--- src/design/agkf_pkg.sv ---
// ----------------------------------------------------------------------------
// agkf_pkg
// Shared types, constants and helpers of the angle/gyro Kalman filter.
// ----------------------------------------------------------------------------
package agkf_pkg;

	localparam int CfgWidth = 31;
	localparam int ProdWidth = 69;
	localparam int WideWidth = 70;

	localparam logic [CfgWidth-1:0] AngleNoiseReset = 31'd107374;
	localparam logic [CfgWidth-1:0] BiasNoiseReset  = 31'd322123;
	localparam logic [CfgWidth-1:0] MeasNoiseReset  = 31'd1073742;

	localparam logic [1:0] RegAngleNoise = 2'd0;
	localparam logic [1:0] RegBiasNoise  = 2'd1;
	localparam logic [1:0] RegMeasNoise  = 2'd2;

	// Multiply operations of the shared multiplier, in program order.
	typedef enum logic [3:0] {
		OP_RATE  = 4'd0,
		OP_T     = 4'd1,
		OP_INNER = 4'd2,
		OP_BQ    = 4'd3,
		OP_K1I   = 4'd4,
		OP_K0I   = 4'd5,
		OP_K1P0  = 4'd6,
		OP_K1P1  = 4'd7,
		OP_K0P0  = 4'd8,
		OP_K0P1  = 4'd9
	} op_t;

	typedef struct packed {
		logic load;
		logic mul_en;
		logic wb_en;
		op_t  op;
		logic div_start;
		logic div_sel;
		logic div_store;
		logic out_load;
	} cmd_t;

	typedef struct packed {
		logic div_done;
	} status_t;

	function automatic logic signed [31:0] sat32(input logic signed [WideWidth-1:0] v);
		logic signed [31:0] r;
		if (v > 70'sd2147483647) begin
			r = 32'sh7fffffff;
		end else if (v < -70'sd2147483648) begin
			r = 32'sh80000000;
		end else begin
			r = v[31:0];
		end
		return r;
	endfunction

endpackage

--- src/design/agkf_ctrl.sv ---
// ----------------------------------------------------------------------------
// agkf_ctrl
// Sequencer of the filter: steps the datapath through the predict multiplies,
// the two gain divisions and the correction multiplies, then hands off a beat.
// ----------------------------------------------------------------------------
module agkf_ctrl import agkf_pkg::*; (
	input  logic    clk,
	input  logic    arst_n,
	input  logic    in_valid,
	output logic    in_stall,
	output logic    out_valid,
	input  logic    out_stall,
	output cmd_t    cmd,
	input  status_t status
);

	typedef enum logic [5:0] {
		S_IDLE  = 6'b000001,
		S_MUL   = 6'b000010,
		S_WB    = 6'b000100,
		S_DIV   = 6'b001000,
		S_DWAIT = 6'b010000,
		S_OUT   = 6'b100000
	} state_t;

	state_t state_q;
	op_t    op_q;
	logic   sel_q;
	logic   out_valid_q;
	logic   out_free;

	assign out_free = !out_valid_q || !out_stall;
	assign in_stall = (state_q != S_IDLE);
	assign out_valid = out_valid_q;

	always_comb begin
		cmd = '0;
		cmd.op = op_q;
		cmd.div_sel = sel_q;
		unique case (state_q)
			S_IDLE:  cmd.load = in_valid;
			S_MUL:   cmd.mul_en = 1'b1;
			S_WB:    cmd.wb_en = 1'b1;
			S_DIV:   cmd.div_start = 1'b1;
			S_DWAIT: cmd.div_store = status.div_done;
			S_OUT:   cmd.out_load = out_free;
			default: ;
		endcase
	end

	always_ff @(posedge clk or negedge arst_n) begin
		if (!arst_n) begin
			state_q <= S_IDLE;
			op_q <= OP_RATE;
			sel_q <= 1'b0;
			out_valid_q <= 1'b0;
		end else begin
			if (cmd.out_load) begin
				out_valid_q <= 1'b1;
			end else if (!out_stall) begin
				out_valid_q <= 1'b0;
			end
			unique case (state_q)
				S_IDLE: begin
					if (in_valid) begin
						op_q <= OP_RATE;
						state_q <= S_MUL;
					end
				end
				S_MUL: state_q <= S_WB;
				S_WB: begin
					case (op_q)
						OP_RATE:  begin op_q <= OP_T;    state_q <= S_MUL; end
						OP_T:     begin op_q <= OP_INNER; state_q <= S_MUL; end
						OP_INNER: begin op_q <= OP_BQ;   state_q <= S_MUL; end
						OP_BQ: begin
							op_q <= OP_K1I;
							sel_q <= 1'b0;
							state_q <= S_DIV;
						end
						OP_K1I:   begin op_q <= OP_K0I;  state_q <= S_MUL; end
						OP_K0I:   begin op_q <= OP_K1P0; state_q <= S_MUL; end
						OP_K1P0:  begin op_q <= OP_K1P1; state_q <= S_MUL; end
						OP_K1P1:  begin op_q <= OP_K0P0; state_q <= S_MUL; end
						OP_K0P0:  begin op_q <= OP_K0P1; state_q <= S_MUL; end
						default:  state_q <= S_OUT;
					endcase
				end
				S_DIV: state_q <= S_DWAIT;
				S_DWAIT: begin
					if (status.div_done) begin
						if (sel_q) begin
							state_q <= S_MUL;
						end else begin
							sel_q <= 1'b1;
							state_q <= S_DIV;
						end
					end
				end
				S_OUT: begin
					if (out_free) begin
						state_q <= S_IDLE;
					end
				end
				default: state_q <= S_IDLE;
			endcase
		end
	end

endmodule

--- config.mk ---
export PLATFORM = sky130hd
export DESIGN_NAME = agkf_ctrl
export DESIGN_NICKNAME = d
export VERILOG_FILES = /design/src/design/agkf_pkg.sv /design/src/design/agkf_ctrl.sv
export SDC_FILE = /design/constraint.sdc
export NUM_CORES = 1
export LEC_CHECK = 0
export ABC_AREA = 1
export BUFFER_PORTS_ARGS = -buffer_cell sky130_fd_sc_hd__buf_2
export CAP_MARGIN = 5
export CORE_AREA = 2 2 48 50
export CTS_CLUSTER_DIAMETER = 120
export DETAILED_ROUTE_END_ITERATION = 16
export DIE_AREA = 0 0 50 52
export HOLD_SLACK_MARGIN = 0.06
export PLACE_DENSITY = 0.67
export SLEW_MARGIN = 10
export SYNTH_ARGS = -nofsm -noshare
export SYNTH_HDL_FRONTEND = slang
export SYNTH_SLANG_ARGS = --single-unit
export TNS_END_PERCENT = 10
--- constraint.sdc ---
create_clock -name clk -period 1.1 [get_ports clk]
set_input_delay 0.055 -clock clk [delete_from_list [all_inputs] [get_ports clk]]
set_output_delay 0.055 -clock clk [all_outputs]
set_load 0.02 [all_outputs]
After elaboration in Yosys (flattened, before gate mapping)

Cells that the tools add are included.

Equality and inequality tests: 21
Multiplexer cells: 20
Reduce and logical (&&, ||, !) cells: 10

Operators by type and width:

| operator               | count |
|---|---|
| $pmux W4 S9            | 1 |
| $pmux W6 S6            | 1 |
| $mux W6                | 3 |
| $eq A4 B3 Y1 const B   | 4 |
| $pmux W6 S2            | 1 |
| $mux W1                | 10 |
| $ne A10 B10 Y1 const B | 1 |
| $reduce_and A3 Y1      | 3 |
| $eq A4 B2 Y1 const B   | 2 |
| $mux W4                | 2 |
| $ne A2 B2 Y1 const B   | 4 |
| $pmux W4 S2            | 1 |
| $reduce_or A8 Y1       | 1 |
| $eq A6 B1 Y1 const B   | 1 |
| $eq A6 B2 Y1 const B   | 1 |
| $eq A6 B3 Y1 const B   | 1 |
| $eq A6 B4 Y1 const B   | 1 |
| $eq A6 B5 Y1 const B   | 1 |
| $eq A6 B6 Y1 const B   | 1 |
| $ne A6 B1 Y1 const B   | 1 |
| $eq A4 B1 Y1 const B   | 1 |
| $eq A4 B4 Y1 const B   | 1 |
| $logic_not A4 Y1       | 1 |
| $reduce_bool A2 Y1     | 2 |
| other kinds (4)        | 5 |

Output and inout port bits: 13
Word-level logic and storage cells: 55
Bits in registers: 12
Input port bits: 5

Depth between registers and ports, before layout

Depth after elaboration: 4
Depth in mapped cells: 8
Mapped depth without buffers: 8

Least setup slack after synthesis

OpenSTA, ideal clock, no wires.

Path type: reg2reg
Start point: register state_q[0]
End point: register op_q[3]
Data arrival time: 1198 ps
Library setup time: 122 ps
Cell stages (with the launch flop): 8
Data required time: 978 ps
Buffers on the path: 0
Clock period less this slack: 1319 ps
Slack: -219 ps
Path through: dfstp_2 -> inv_2 -> nor2_2 -> nand3_2 -> nand2_2 -> nand3_4 -> nand2_1 -> nand2_1

Longest elaborated chain between the ends: 3
Elaborated cells on any way between the ends: 7
Classes of those cells: 4 x eq/ne; 1 x mux; 2 x reduce/logical

Ends and longest elaborated chain:

| item                                             | line            | source |
|---|---|---|
| start, declared                                  | agkf_ctrl.sv:26 | `state_t state_q;` |
| start signal, assigned                           | agkf_ctrl.sv:53 | `state_q <= S_IDLE;` |
| start signal, assigned                           | agkf_ctrl.sv:67 | `state_q <= S_MUL;` |
| start signal, assigned                           | agkf_ctrl.sv:70 | `S_MUL: state_q <= S_WB;` |
| $eq A6 B3 Y1 or $eq A6 B1 Y1 (tied branches)     | agkf_ctrl.sv:63 | `unique case (state_q)` |
| $ne A10 B10 Y1 (no line) (tied with other cells) | -               |  |
| $reduce_and A3 Y1 (no line)                      | -               |  |
| end signal, assigned                             | agkf_ctrl.sv:66 | `op_q <= OP_RATE;` |
| end signal, assigned                             | agkf_ctrl.sv:73 | `OP_RATE: begin op_q <= OP_T; state_q <= S_MUL; end` |
| end signal, assigned                             | agkf_ctrl.sv:74 | `OP_T: begin op_q <= OP_INNER; state_q <= S_MUL; end` |
| end, declared                                    | agkf_ctrl.sv:27 | `op_t op_q;` |

Parallel ways exist; a longest one is shown, timed or not.
A chain may end at the register's enable or synchronous reset.

==> flow_summary.json <==
{
  "die_ar_mm2": 0.00260,
  "syn-cell-area_um2": 779,
  "antenna_cells_inserted": 0,
  "hold-path-cell-count": 3,
  "maxSlewViolCount": 0,
  "nFillCells": 191,
  "ir_worst_vdd_mv": 1.04,
  "routed_wire_length_per_instance_um": 12.1,
  "wl_um": 2100,
  "nets": 152,
  "grt_setup_unrepaired": "true",
  "placed_area_mm2": 0.00101,
  "ctsLongestPathBuffers": 2,
  "crit-reg2reg-capture": "op_q[2]$_DFFE_PN0P_",
  "port-buffer-count": 17,
  "area_delta_synth_final_pct": 56.3,
  "final_layout_size_suffix_gt1_frac": 0.500,
  "clk_pin_slew_worst_paths_ps": 80,
  "multi_input_comb_area_um2": 465,
  "worst_r2r_path_depth": 9,
  "post-route-min-period_ps": 1430,
  "violations_in_the_final_reports": "hold timing, setup timing",
  "ctsRootBufferMaster": "sky130_fd_sc_hd__clkbuf_4",
  "maxClockFrequency_ghz": 0.701,
  "required_ps": 1040,
  "worst_slew_pin_slew_ps": 292,
  "drv_cap": 0,
  "place_hpwl_um": 1360,
  "drt-pass1-iter-count": 4,
  "grt_max_degree": 13,
  "drt_iter0_drc": 11,
  "regToRegSetupSlack_ps": -290,
  "floorplan.die.height_um": 52,
  "post-route-period-util": 1.30,
  "critPathMaxFanout": 2,
  "fp.dieW_um": 50,
  "core_region_area_mm2": 0.00211,
  "grtUsageTotal": 0.181,
  "synth_cells": 102,
  "leakagePower_nw": 0.698,
  "cp-startpoint": "state_q[4]$_DFFE_PN0P_",
  "start_util": 0.370,
  "remaining_drc_errors": 0,
  "tritoncts": "built",
  "final.setup_skew_ps": 3.90,
  "number_of_global_route_vias_before_repair": 807,
  "h_tree_levels": 1,
  "report.final.setup_viol": 17,
  "synthesis_warning_total": 0,
  "start_kind": "flip-flop",
  "grt_antenna_before_repair": 0,
  "timing.critical_path.to_type": "output pin",
  "cts_made_buffers": 3,
  "remaining_global_route_overflow": 0,
  "worst-endpoint-arrival_ps": 1370,
  "post_drt_via_cell_ratio": 4.71,
  "final_antenna_net_count": 0,
  "synth.ff_latch_count": 12,
  "design_power_total_mw": 2.30,
  "yosysUniqueCellTypes": 21,
  "timing.rr.start": "state_q[0]$_DFFE_PN1P_",
  "postLayoutSetupSlackWorst_ps": -326,
  "std_cell_rows": 17,
  "clock_latency_ps": 280,
  "globalplace.congestion": 0.869,
  "final_design_area_no_fill_mm2": 0.00122,
  "routed-via-count": 820,
  "criticalPathCategory": "flip-flop to output pin",
  "whs_ps": -3.63,
  "regArea_um2": 303,
  "timing.critical_path.to": "cmd[0]",
  "grt_pass1_wl_um": 3420,
  "status": "finished with violations",
  "cts-hold-fix-buffers": 2,
  "finalHoldViolations": 1,
  "hold_path.class": "input pin to flip-flop",
  "clock_sink_count": 12,
  "max_slew_margin": 0.805,
  "io_pins": 18,
  "mappedNetlistNets": 107,
  "pwr_density_cell_mw_per_mm2": 1890,
  "synth.yosys.seq_area_share": 0.387,
  "synth_area_per_cell_um2": 7.64
}
## how the worst min path moves through the flow
stage | start | endpoint | slack, ps
finish | out_stall | out_valid$_DFFE_PN0P_ | -4
global route | out_stall | out_valid$_DFFE_PN0P_ | 10
CTS | out_stall | out_valid$_DFFE_PN0P_ | -10
detailed placement | arst_n | state_q[5]$_DFFE_PN0P_ | -40
global placement | arst_n | out_valid$_DFFE_PN0P_ | -50
floorplan | arst_n | op_q[0]$_DFFE_PN0P_ | -240
## synthesized netlist by cell type
cell type | count | share of area
sky130_fd_sc_hd__nor2_8 | 1 | 0.026
sky130_fd_sc_hd__nand2_4 | 1 | 0.014
sky130_fd_sc_hd__nand2_1 | 20 | 0.096
sky130_fd_sc_hd__buf_4 | 1 | 0.0096
sky130_fd_sc_hd__o22ai_1 | 1 | 0.0080
sky130_fd_sc_hd__nor2_2 | 2 | 0.016
sky130_fd_sc_hd__dfrtp_1 | 11 | 0.35
sky130_fd_sc_hd__inv_1 | 15 | 0.072
sky130_fd_sc_hd__nand3_1 | 6 | 0.039
sky130_fd_sc_hd__nand4_2 | 1 | 0.016
sky130_fd_sc_hd__nor2_4 | 4 | 0.058
sky130_fd_sc_hd__nand3_4 | 1 | 0.022
sky130_fd_sc_hd__nor2_1 | 20 | 0.096
sky130_fd_sc_hd__nand2_2 | 2 | 0.016
sky130_fd_sc_hd__inv_2 | 4 | 0.019
sky130_fd_sc_hd__o21ai_0 | 2 | 0.013
sky130_fd_sc_hd__o211ai_1 | 1 | 0.0096
sky130_fd_sc_hd__nand3_2 | 4 | 0.051
sky130_fd_sc_hd__o21ai_1 | 1 | 0.0064
sky130_fd_sc_hd__nand4_1 | 3 | 0.024
sky130_fd_sc_hd__dfstp_2 | 1 | 0.034
## cell type report
type / count / share of cell area
inverter: 19 / 0.0585
sequential: 12 / 0.248
timing repair buffer: 41 / 0.253
multi-input combinational: 70 / 0.382
clock buffer: 4 / 0.0298
tap: 28 / 0.0287
## report_power, final
part | switching [mW] | internal [mW]
clock | 0.166 | 0.202
combinational | 0.754 | 0.576
sequential | 0.0772 | 0.525
total | 0.998 | 1.30
## flip-flops by register name (all words and copies together) (netlist names)
signal and count:
state_q 6, op_q 4, out_valid 1, sel_q 1
## timing repair
action	in CTS	in global routing
hold endpoints to repair	14	1
pin swaps	7	4
gates resized for setup	20	5
setup endpoints to repair	17	18
buffers inserted	9	0
## logic make-up after synthesis
group                  share of synthesized area
AO/OA/AOI/OAI                             0.0369
AND/OR/NAND/NOR                            0.475
buffers and inverters                      0.101
flip-flops                                 0.387
## layer usage
| metal | wire length [um] | up-vias | GRT usage |
|---|---|---|---|
| met5 | 0 | - | 0 |
| li1 | - | 403 | - |
| met1 | 888 | 374 | 0.199 |
| met2 | 1040 | 31 | 0.318 |
| met4 | 85 | 0 | 0.120 |
| met3 | 93 | 12 | 0.0345 |
## critical path, stage by stage (launching register included)
cell                      delay [ps]
sky130_fd_sc_hd__dfrtp_1         410
sky130_fd_sc_hd__buf_4           150
sky130_fd_sc_hd__nor2_2          160
sky130_fd_sc_hd__nand3_2         110
sky130_fd_sc_hd__nor2_1          110
sky130_fd_sc_hd__buf_4           140
## stage by stage
stage,worst slack [ps],util,cells,setup TNS (ps)
floorplan,-134,-,102,-875
global placement,-172,0.478,159,-1220
detailed placement,-163,0.478,159,-1360
CTS,-297,0.566,174,-4070
global route,-421,0.579,174,-5490
finish,-326,0.579,174,-4230
## layout by cell type, fill, tap and decap left out, types with 5 or more instances in the layout
master                    synthesis  final
sky130_fd_sc_hd__buf_6            0      6
sky130_fd_sc_hd__dfrtp_1         11     10
sky130_fd_sc_hd__nor2_1          20     17
sky130_fd_sc_hd__buf_4            1     22
sky130_fd_sc_hd__inv_2            4      6
sky130_fd_sc_hd__nor2_4           4      7
sky130_fd_sc_hd__nand3_2          4      5
sky130_fd_sc_hd__inv_1           15     13
sky130_fd_sc_hd__buf_2            0     11
sky130_fd_sc_hd__nand2_1         20     20
Note: power is estimated with default switching activity, not from simulation.
